`config.mk`:
```
export PLATFORM = sky130hd
export DESIGN_NAME = aov_ctrl
export DESIGN_NICKNAME = d
export VERILOG_FILES = /design/src/aov_pkg.sv /design/src/aov_ctrl.sv
export SDC_FILE = /design/constraint.sdc
export NUM_CORES = 1
export LEC_CHECK = 0
export BUFFER_PORTS_ARGS = -buffer_cell sky130_fd_sc_hd__buf_2
export CAP_MARGIN = 20
export CELL_PAD_IN_SITES_DETAIL_PLACEMENT = 1
export CELL_PAD_IN_SITES_GLOBAL_PLACEMENT = 1
export CORE_AREA = 2 2 39 41
export DETAILED_ROUTE_END_ITERATION = 8
export DIE_AREA = 0 0 41 43
export GPL_ROUTABILITY_DRIVEN = 0
export PLACE_DENSITY_LB_ADDON = 0.1
export SETUP_SLACK_MARGIN = 0.4
export SYNTH_ARGS = -nofsm -noshare
export SYNTH_HDL_FRONTEND = slang
export SYNTH_SLANG_ARGS = --single-unit
```
`constraint.sdc`:
```
create_clock -name clk -period 1.7 [get_ports clk]
set_clock_uncertainty 0.2 [all_clocks]
set_input_delay 0.17 -clock clk [delete_from_list [all_inputs] [get_ports clk]]
set_output_delay 0.17 -clock clk [all_outputs]
set_load 0.02 [all_outputs]
```
`src/aov_pkg.sv`:
```
// aov_pkg: shared types and constants for the additive organ voice.
// Holds request codes, register indexes, envelope stages, controller
// states and the command/status structs. Depends on nothing.
package aov_pkg;

    // Field widths of the channels
    localparam int REQ_W      = 3;
    localparam int HIDX_W     = 5;
    localparam int AMP_W      = 16;
    localparam int PH_W       = 32;
    localparam int SMP_W      = 24;
    localparam int CFG_IDX_W  = 3;
    localparam int CFG_DATA_W = 24;

    // Register widths
    localparam int HCOUNT_W = 6;
    localparam int GAIN_W   = 16;
    localparam int STEP_W   = 24;
    localparam int ENV_W    = 24;

    // Fixed-point layout
    localparam int FRAC_W      = 21;
    localparam int COARSE_W    = PH_W - FRAC_W;
    localparam int SUM_SHIFT   = 14;
    localparam int ENV_SHIFT   = 23;
    localparam int GAIN_SHIFT  = 15;
    localparam logic [ENV_W-1:0]  ENV_ONE    = 24'h800000;
    localparam logic [STEP_W-1:0] STEP_RESET = 24'd17476;
    localparam longint unsigned   PI_Q30     = 64'd3373259426;

    // Request codes
    typedef enum logic [REQ_W-1:0] {
        REQ_TICK         = 3'd0,
        REQ_LOAD         = 3'd1,
        REQ_NOTE_ON      = 3'd2,
        REQ_RELEASE      = 3'd3,
        REQ_FAST_RELEASE = 3'd4,
        REQ_RETRIGGER    = 3'd5
    } req_t;

    // Configuration register indexes
    typedef enum logic [CFG_IDX_W-1:0] {
        CFG_HCOUNT       = 3'd0,
        CFG_GAIN         = 3'd1,
        CFG_ATTACK       = 3'd2,
        CFG_RELEASE      = 3'd3,
        CFG_FAST_RELEASE = 3'd4
    } cfg_index_t;

    // Envelope stages
    typedef enum logic [1:0] {
        ENV_ATTACK  = 2'd0,
        ENV_SUSTAIN = 2'd1,
        ENV_RELEASE = 2'd2
    } env_stage_t;

    // Controller states
    typedef enum logic [2:0] {
        ST_IDLE,
        ST_WALK,
        ST_DRAIN,
        ST_SCALE,
        ST_GAIN,
        ST_EMIT
    } ctrl_state_t;

    // Controller to datapath
    typedef struct packed {
        logic take;   // input word accepted this cycle
        logic issue;  // read next harmonic slot
        logic scale;  // sum times envelope
        logic gain;   // times voice gain
        logic emit;   // load the result register
    } aov_cmd_t;

    // Datapath to controller
    typedef struct packed {
        logic sounding;
        logic walk_done;
        logic pipe_busy;
        logic out_free;
    } aov_stat_t;

endpackage

```
`src/aov_ctrl.sv`:
```
// aov_ctrl: sequencer of the voice. Accepts request words, walks the
// harmonic slots, then steps the two output multiplies and the result load.
// Depends on aov_pkg.
module aov_ctrl (
    input  logic                       clk,
    input  logic                       rst_n,
    input  logic                       item_valid,
    input  logic [aov_pkg::REQ_W-1:0]  req_type,
    output logic                       item_ready,
    input  aov_pkg::aov_stat_t         stat,
    output aov_pkg::aov_cmd_t          cmd
);
    import aov_pkg::*;

    ctrl_state_t state_reg;
    ctrl_state_t state_next;

    // State register
    always_ff @(posedge clk or negedge rst_n)
    begin
        if (!rst_n)
        begin
            state_reg <= ST_IDLE;
        end
        else
        begin
            state_reg <= state_next;
        end
    end

    // Next state and commands
    always_comb
    begin
        state_next = state_reg;
        item_ready = 1'b0;
        cmd        = '0;
        case (state_reg)
            ST_IDLE:
            begin
                item_ready = 1'b1;
                cmd.take   = item_valid;
                if (item_valid && (req_t'(req_type) == REQ_TICK))
                begin
                    // a silent voice skips the walk and answers with a zero word
                    state_next = stat.sounding ? ST_WALK : ST_EMIT;
                end
            end
            ST_WALK:
            begin
                cmd.issue = !stat.walk_done;
                if (stat.walk_done)
                begin
                    state_next = ST_DRAIN;
                end
            end
            ST_DRAIN:
            begin
                if (!stat.pipe_busy)
                begin
                    state_next = ST_SCALE;
                end
            end
            ST_SCALE:
            begin
                cmd.scale  = 1'b1;
                state_next = ST_GAIN;
            end
            ST_GAIN:
            begin
                cmd.gain   = 1'b1;
                state_next = ST_EMIT;
            end
            ST_EMIT:
            begin
                if (stat.out_free)
                begin
                    cmd.emit   = 1'b1;
                    state_next = ST_IDLE;
                end
            end
            default:
            begin
                state_next = ST_IDLE;
            end
        endcase
    end

endmodule

```
---- Word-level counts from Yosys, hierarchy flattened ----
Cells that the tools add are included.
Widths: inputs -> output; s select.
storage, ports and cells
  register bits after elaboration ......... 3
  latch bits .............................. 0
  bits in writable memories ............... 0
  bits in read-only memories .............. 0
  input bits .............................. 10
  output and inout bits ................... 6
  logic and storage cells ................. 28
  memories kept ........................... 0
operators by class
  add/sub/neg operators ................... 0
  $mul .................................... 0
  div/mod/pow operators ................... 0
  magnitude comparators ................... 0
  equal/unequal tests ..................... 9
  shifts and indexed selects .............. 0
  muxes and demuxes ....................... 13
  bitwise gates (word level) .............. 0
  reductions and logical operators ........ 5
operator list
  operator            number
  $pmux 3 s6          1
  $mux 3              5
  $ne 2x2->1 const B  4
  $mux 1              7
  $eq 3x2->1 const B  2
  $eq 3x3->1 const B  2
  $logic_not 3->1     2
  $reduce_and 4->1    1
  $eq 3x1->1 const B  1
  $logic_and 1x1->1   1
  $logic_not 1->1     1

---- Logic depth before layout (Yosys ltp) ----
Gate-level depths: netlist of run 1.
  depth after elaboration ................. 4
  gate-level depth with buffers ........... 4
  gate-level depth less buffers ........... 3

---- Worst setup path after synthesis of run 1 ----
No wires, ideal clock.
  path kind ............................... reg2out
  from .................................... reg state_reg[1]
  to ...................................... out cmd[4] in the netlist's numbering
  arrival ................................. 1.336 ns
  data required time ...................... 1.330 ns
  setup slack ............................. -0.006 ns
  cell stages (with the launch flop) ...... 4
  path buffers ............................ 1
  cell sequence ........................... dfrtp_1 buf_6 nor3_1 and2_1
RTL lines
  item                      line            source
  start: declaration        aov_ctrl.sv:15  ctrl_state_t state_reg;
  start signal: assignment  aov_ctrl.sv:27  state_reg <= state_next;
  end: declaration          aov_ctrl.sv:11  output aov_pkg::aov_cmd_t cmd

==> results.yml, run 1 <==
status:
  status: "complete, no violations"
route:
  drc: 0
  drt_iter0_markers: 2
  drtPass1Iterations: 2
  wl_per_cell_um: 10.6
  ant_nets: 0
  wl_um: 719
  viasPerCell: 4.43
  vias: 301
worst_setup_path:
  critPathKind: "flop to output pin"
  cp_top_family: "flip-flops"
  cp_num_buf_inv: 2
  cpMaxStageDelayCell: "dfrtp_2"
  reg2reg_to: "state_reg[0]"
  path_max_fanout: 6
  required_ps: 1330
  cp_slowest_stage_delay_ps: 440
  reg2reg_slack_ps: 260
  critPathArrivalTime_ps: 1150
  start_kind: "flop"
  crit_chain: "buf_4, nand2b_4, nor3_4, buf_6"
  worst-r2r-cell-count: 4
  r2r_start: "state_reg[1]"
  cp-end-kind: "output pin"
layout:
  syn2layout_area_growth_pct: 98.9
  final_common_cell: "buf_2"
  stdcell_area_um2: 463
  fin_cells: 68
  nNetsFinal: 63
  antennaDiodeCount: 0
  largest_reg_flops: 3
  final_core_util_pct: 33.5
  fill_cells: 172
  layout_common_cells: "buf_2, buf_4, nand2_1"
  layout-drive-gt1-share_pct: 63.5
clocking:
  root_buffer: "clkbuf_4"
  cts_buffers: 3
  clock-sinks: 3
  cts_max_level: 1
  clk_path_buf_depth: 2
  tritoncts: "yes"
  cts.clk_slew.worst_paths_ps: 40
  clk_latency_ps: 230
power_and_ir_drop:
  pwr-share-comb_pct: 63.6
  p_sw_mw: 0.368
  power.share.sequential_pct: 22.0
  ir_drop_mv: 0.492
  powerDensity_nw_per_um2: 1870
  p_clk_share_pct: 14.4
  p_int_mw: 0.499
  total_power_mw: 0.868
  swShare_pct: 42.4
  power_leakage_nw: 0.206
global_routing:
  grt_pass1_vias: 271
  grt_max_degree: 9
  grt_pass1_wl_um: 1060
  gr-total-overflow: 0
  busiest_layer: "met2"
  grtUsageMet2_pct: 14.4
  grt_use_met3_pct: 4.71
  grt_usage_pct: 9.86
  antenna_found_initial: 0
  grt_util_met1_pct: 9.06
floorplan:
  initial_utilization_pct: 16.8
  fp.dieW_um: 41
  io-pin-count: 16
  coreArea_um2: 1380
  rows: 14
  dieHeight_um: 43
  die-area_um2: 1760
place:
  placed_area_um2: 319
  dp.cells: 58
  place.detailed.hpwl_um: 525
  portBuffers: 15
  pre_cts_ws_ps: 334
timing:
  fmax_mhz: 658
  slew_viol_final: 0
  timing.hold.ws_ps: 15.8
  min_period_ps: 1520
  final_hold_viol_count: 0
  worstMarginPinSlew_ps: 460
  setup_violations: 0
  worst_slack_ps: 181
  max-slew-margin-rel_pct: 68.9
  period_share_pct: 89.4
  final.setup.tns_ps: 0
  rsz0062_at_grt: "true"
logic_synthesis:
  synthDistinctLibCells: 16
  synth_area_leader_cell: "dfrtp_1"
  ys_ff_latch: 3
  synth_top_family_by_area: "simple AND/OR/NAND/NOR gates"
  syn_area_per_cell_um2: 8.02
  syn_nets: 39
  muxShareOfSynthArea_pct: 0
  synth_simple_gate_area_share_pct: 42.5
  netlist_instances: 29
  synthTopCellsByArea: "dfrtp_1, nor3_1, o21ai_0"
  synth_compound_area_share_pct: 14.0
  ys_warn_count: 0
  synth_seq_area_share_pct: 32.3
  synth_top_area_share_pct: 32.3
  synthAdderAreaFrac_pct: 0
  synth-xor-area-share_pct: 0
  netlist_area_um2: 233
worst_hold_path:
  holdPathStages: 4
  hold-path-endpoint: "state_reg[2]"
  hold_path.class: "input pin to flop"
  hp-start: "stat[3]"
run:
  drv_cap: 0
[synthesized netlist by cell type]
cell type,instances
buf_4,1
and2_1,1
a21oi_2,1
nor3b_1,2
nand3b_1,1
nor3_1,3
o21ai_0,3
dfrtp_1,3
nand2_1,4
or2_1,1
nor4b_1,1
o311ai_0,1
nor2_1,3
buf_6,1
nand2b_4,1
inv_1,2
[timing repair]
item                       CTS  global route
hold endpoints to repair     3             0
setup endpoints to repair    7             8
pin swaps                    4             2
resized for setup           10             9
buffers inserted             3             2
hold buffers                 1             0
[worst reg2reg max path, stage by stage (launching register included)]
cell,delay (ps)
dfrtp_2,450
buf_4,160
buf_4,130
o311ai_1,250
o21ai_0,120
[area by class of cell]
cell class	instances	area (um2)	area share, %
sequential	3	78.8	17.0
multi-input combinational	22	169	36.5
tap	16	20.0	4.32
inverter	2	7.51	1.62
clock buffer	4	26.3	5.68
timing repair buffer	21	161	34.9
[how the worst max path moves through the flow]
stage            startpoint     end  slack (ps)  cells past startpoint
4_1_cts        state_reg[0]  cmd[4]         160                      3
2_1_floorplan  state_reg[0]  cmd[4]         200                      2
5_1_grt        state_reg[0]  cmd[4]         110                      3
3_3_place_gp   state_reg[0]  cmd[4]         350                      3
3_5_place_dp   state_reg[0]  cmd[4]         330                      3
6_report       state_reg[0]  cmd[3]         180                      4
[layer usage]
layer | up-vias | part of all wire, % | wire (um)
li1 | 145 | - | -
met1 | 141 | 39 | 279
met3 | 2 | 7.9 | 57
met2 | 13 | 52 | 375
met5 | - | 0 | 0
met4 | 0 | 0.97 | 7
[power groups by stage]
stage | sequential [mW] | combinational (mW) | clock, mW
detailed placement | 0.204 | 0.311 | 0
CTS | 0.199 | 0.405 | 0.129
global route | 0.199 | 0.600 | 0.142
floorplan | 0.138 | 0.307 | 0
finish | 0.191 | 0.552 | 0.125
global placement | 0.194 | 0.313 | 0
[kinds of logic (layout without fill, tap and decap cells)]
logic type,Yosys count,count (layout)
buf+inv,4,27
flops,3,3
compound gates,5,5
simple gates,17,17
Power figures use the tool's default switching activity.
==> run 2, diff against run 1 <==
--- a/config.mk
+++ b/config.mk
@@ -7,13 +7,10 @@
 export LEC_CHECK = 0
 export BUFFER_PORTS_ARGS = -buffer_cell sky130_fd_sc_hd__buf_2
 export CAP_MARGIN = 20
-export CELL_PAD_IN_SITES_DETAIL_PLACEMENT = 1
-export CELL_PAD_IN_SITES_GLOBAL_PLACEMENT = 1
 export CORE_AREA = 2 2 39 41
 export DETAILED_ROUTE_END_ITERATION = 8
 export DIE_AREA = 0 0 41 43
 export GPL_ROUTABILITY_DRIVEN = 0
-export PLACE_DENSITY_LB_ADDON = 0.1
 export SETUP_SLACK_MARGIN = 0.4
 export SYNTH_ARGS = -nofsm -noshare
 export SYNTH_HDL_FRONTEND = slang
==> run 2 against run 1 <==
Setup slack better by 18 ps. Cell area fell by 4.3%. Sequential cell count stayed put. Sequential share of layout area increased by 0.77 points. Core utilization down 1.4 points. Critical path depth shrank 1. Non-clock buffer count unchanged. Largest power group unchanged. Highest routed layer unchanged.
==> results.yml, run 2 (synthesized netlist as in run 1, its figures left out) <==
place:
  portBuffers: 15
  dp.cells: 58
clocking:
  cts.clk_slew.worst_paths_ps: 40
  tritoncts: "yes"
  clock-sinks: 3
  cts_max_level: 1
  clk_latency_ps: 240
  clk_path_buf_depth: 2
  root_buffer: "clkbuf_4"
  cts_buffers: 3
global_routing:
  grt_pass1_vias: 240
  antenna_found_initial: 0
  grt_pass1_wl_um: 855
  grt_usage_pct: 7.55
  grt_util_met1_pct: 7.77
  grtUsageMet2_pct: 11.3
  busiest_layer: "met2"
  grt_max_degree: 7
  grt_use_met3_pct: 3.14
  gr-total-overflow: 0
layout:
  layout_common_cells: "buf_2, buf_4, nand2_1"
  syn2layout_area_growth_pct: 90.3
  final_core_util_pct: 32.0
  layout-drive-gt1-share_pct: 65.4
  final_common_cell: "buf_2"
  antennaDiodeCount: 0
  fin_cells: 68
  nNetsFinal: 63
  largest_reg_flops: 3
power_and_ir_drop:
  pwr-share-comb_pct: 61.9
  p_clk_share_pct: 16.0
  power_leakage_nw: 0.200
  p_int_mw: 0.463
  power.share.sequential_pct: 22.1
  p_sw_mw: 0.348
  ir_drop_mv: 0.547
  powerDensity_nw_per_um2: 1830
  total_power_mw: 0.811
  swShare_pct: 42.9
timing:
  min_period_ps: 1500
  final.setup.tns_ps: 0
  period_share_pct: 88.3
  rsz0062_at_grt: "true"
  fmax_mhz: 666
  max-slew-margin-rel_pct: 61.9
  slew_viol_final: 0
  setup_violations: 0
  final_hold_viol_count: 0
  worstMarginPinSlew_ps: 564
floorplan:
  io-pin-count: 16
  fp.dieW_um: 41
  coreArea_um2: 1380
  initial_utilization_pct: 16.8
  die-area_um2: 1760
  dieHeight_um: 43
  rows: 14
worst_hold_path:
  hp-start: "stat[3]"
  holdPathStages: 4
  hold-path-endpoint: "state_reg[2]"
  hold_path.class: "input pin to flop"
worst_setup_path:
  cp-end-kind: "output pin"
  start_kind: "flop"
  critPathArrivalTime_ps: 1130
  critPathKind: "flop to output pin"
  required_ps: 1330
  path_max_fanout: 5
  r2r_start: "state_reg[1]"
  worst-r2r-cell-count: 3
  reg2reg_slack_ps: 410
  reg2reg_to: "state_reg[0]"
status:
  status: "complete, no violations"
route:
  ant_nets: 0
  drtPass1Iterations: 2
  drt_iter0_markers: 3
  wl_um: 669
  vias: 284
  viasPerCell: 4.18
  drc: 0
  wl_per_cell_um: 9.84
run:
  drv_cap: 0
-- run 2: cell counts in the layout (fill, tap and decap cells not counted) --
No cell type changed its count.
-- run 2: power groups by stage --
stage,logic [mW],registers (mW),clock network [mW]
2_1_floorplan,0.307,0.138,0
3_3_place_gp,0.308,0.189,0
3_5_place_dp,0.306,0.191,0
4_1_cts,0.443,0.172,0.130
5_1_grt,0.538,0.186,0.141
6_report,0.502,0.180,0.130
-- run 2: critical path: stages (launching register included) --
cell and delay [ps]:
dfrtp_2 430, nor3_2 190, and2_1 140, buf_4 130
-- run 2: layer usage --
layer / up-vias / share of wire [%]
li1: 144 / -
met1: 124 / 40
met5: - / 0
met2: 14 / 49
met3: 2 / 9.0
met4: 0 / 1.8
-- run 2: per-stage QoR --
step	setup slack [ps]	instance area [um2]	hold WS [ps]
3_5_place_dp	378	319	-234
6_report	198	443	28.0
4_1_cts	198	412	33.4
3_3_place_gp	373	319	-232
2_1_floorplan	199	243	-326
5_1_grt	146	443	42.0
-- run 2: repair_timing --
action	4_1_cts	5_1_grt
pin swaps	1	1
endpoints found under the hold margin	3	0
endpoints found under the setup margin	6	7
hold buffers	1	0
buffers inserted	5	0
gates resized for setup	8	11
-- run 2: how the worst max path moves through the flow --
stage / start / endpoint / slack, ps
global placement: state_reg[2] / cmd[1] / 370
finish: state_reg[0] / cmd[4] / 200
detailed placement: state_reg[0] / cmd[4] / 380
CTS: state_reg[0] / cmd[4] / 200
floorplan: state_reg[0] / cmd[4] / 200
global route: state_reg[0] / cmd[4] / 150
-- run 2: cell type report --
| cell class | count | area [um2] |
|---|---|---|
| Multi-Input combinational cell | 22 | 164 |
| Fill cell | 157 | 941 |
| Tap cell | 16 | 20.0 |
| Timing Repair Buffer | 21 | 146 |
| Sequential cell | 3 | 78.8 |
| Clock buffer | 4 | 26.3 |
| Inverter | 2 | 7.51 |
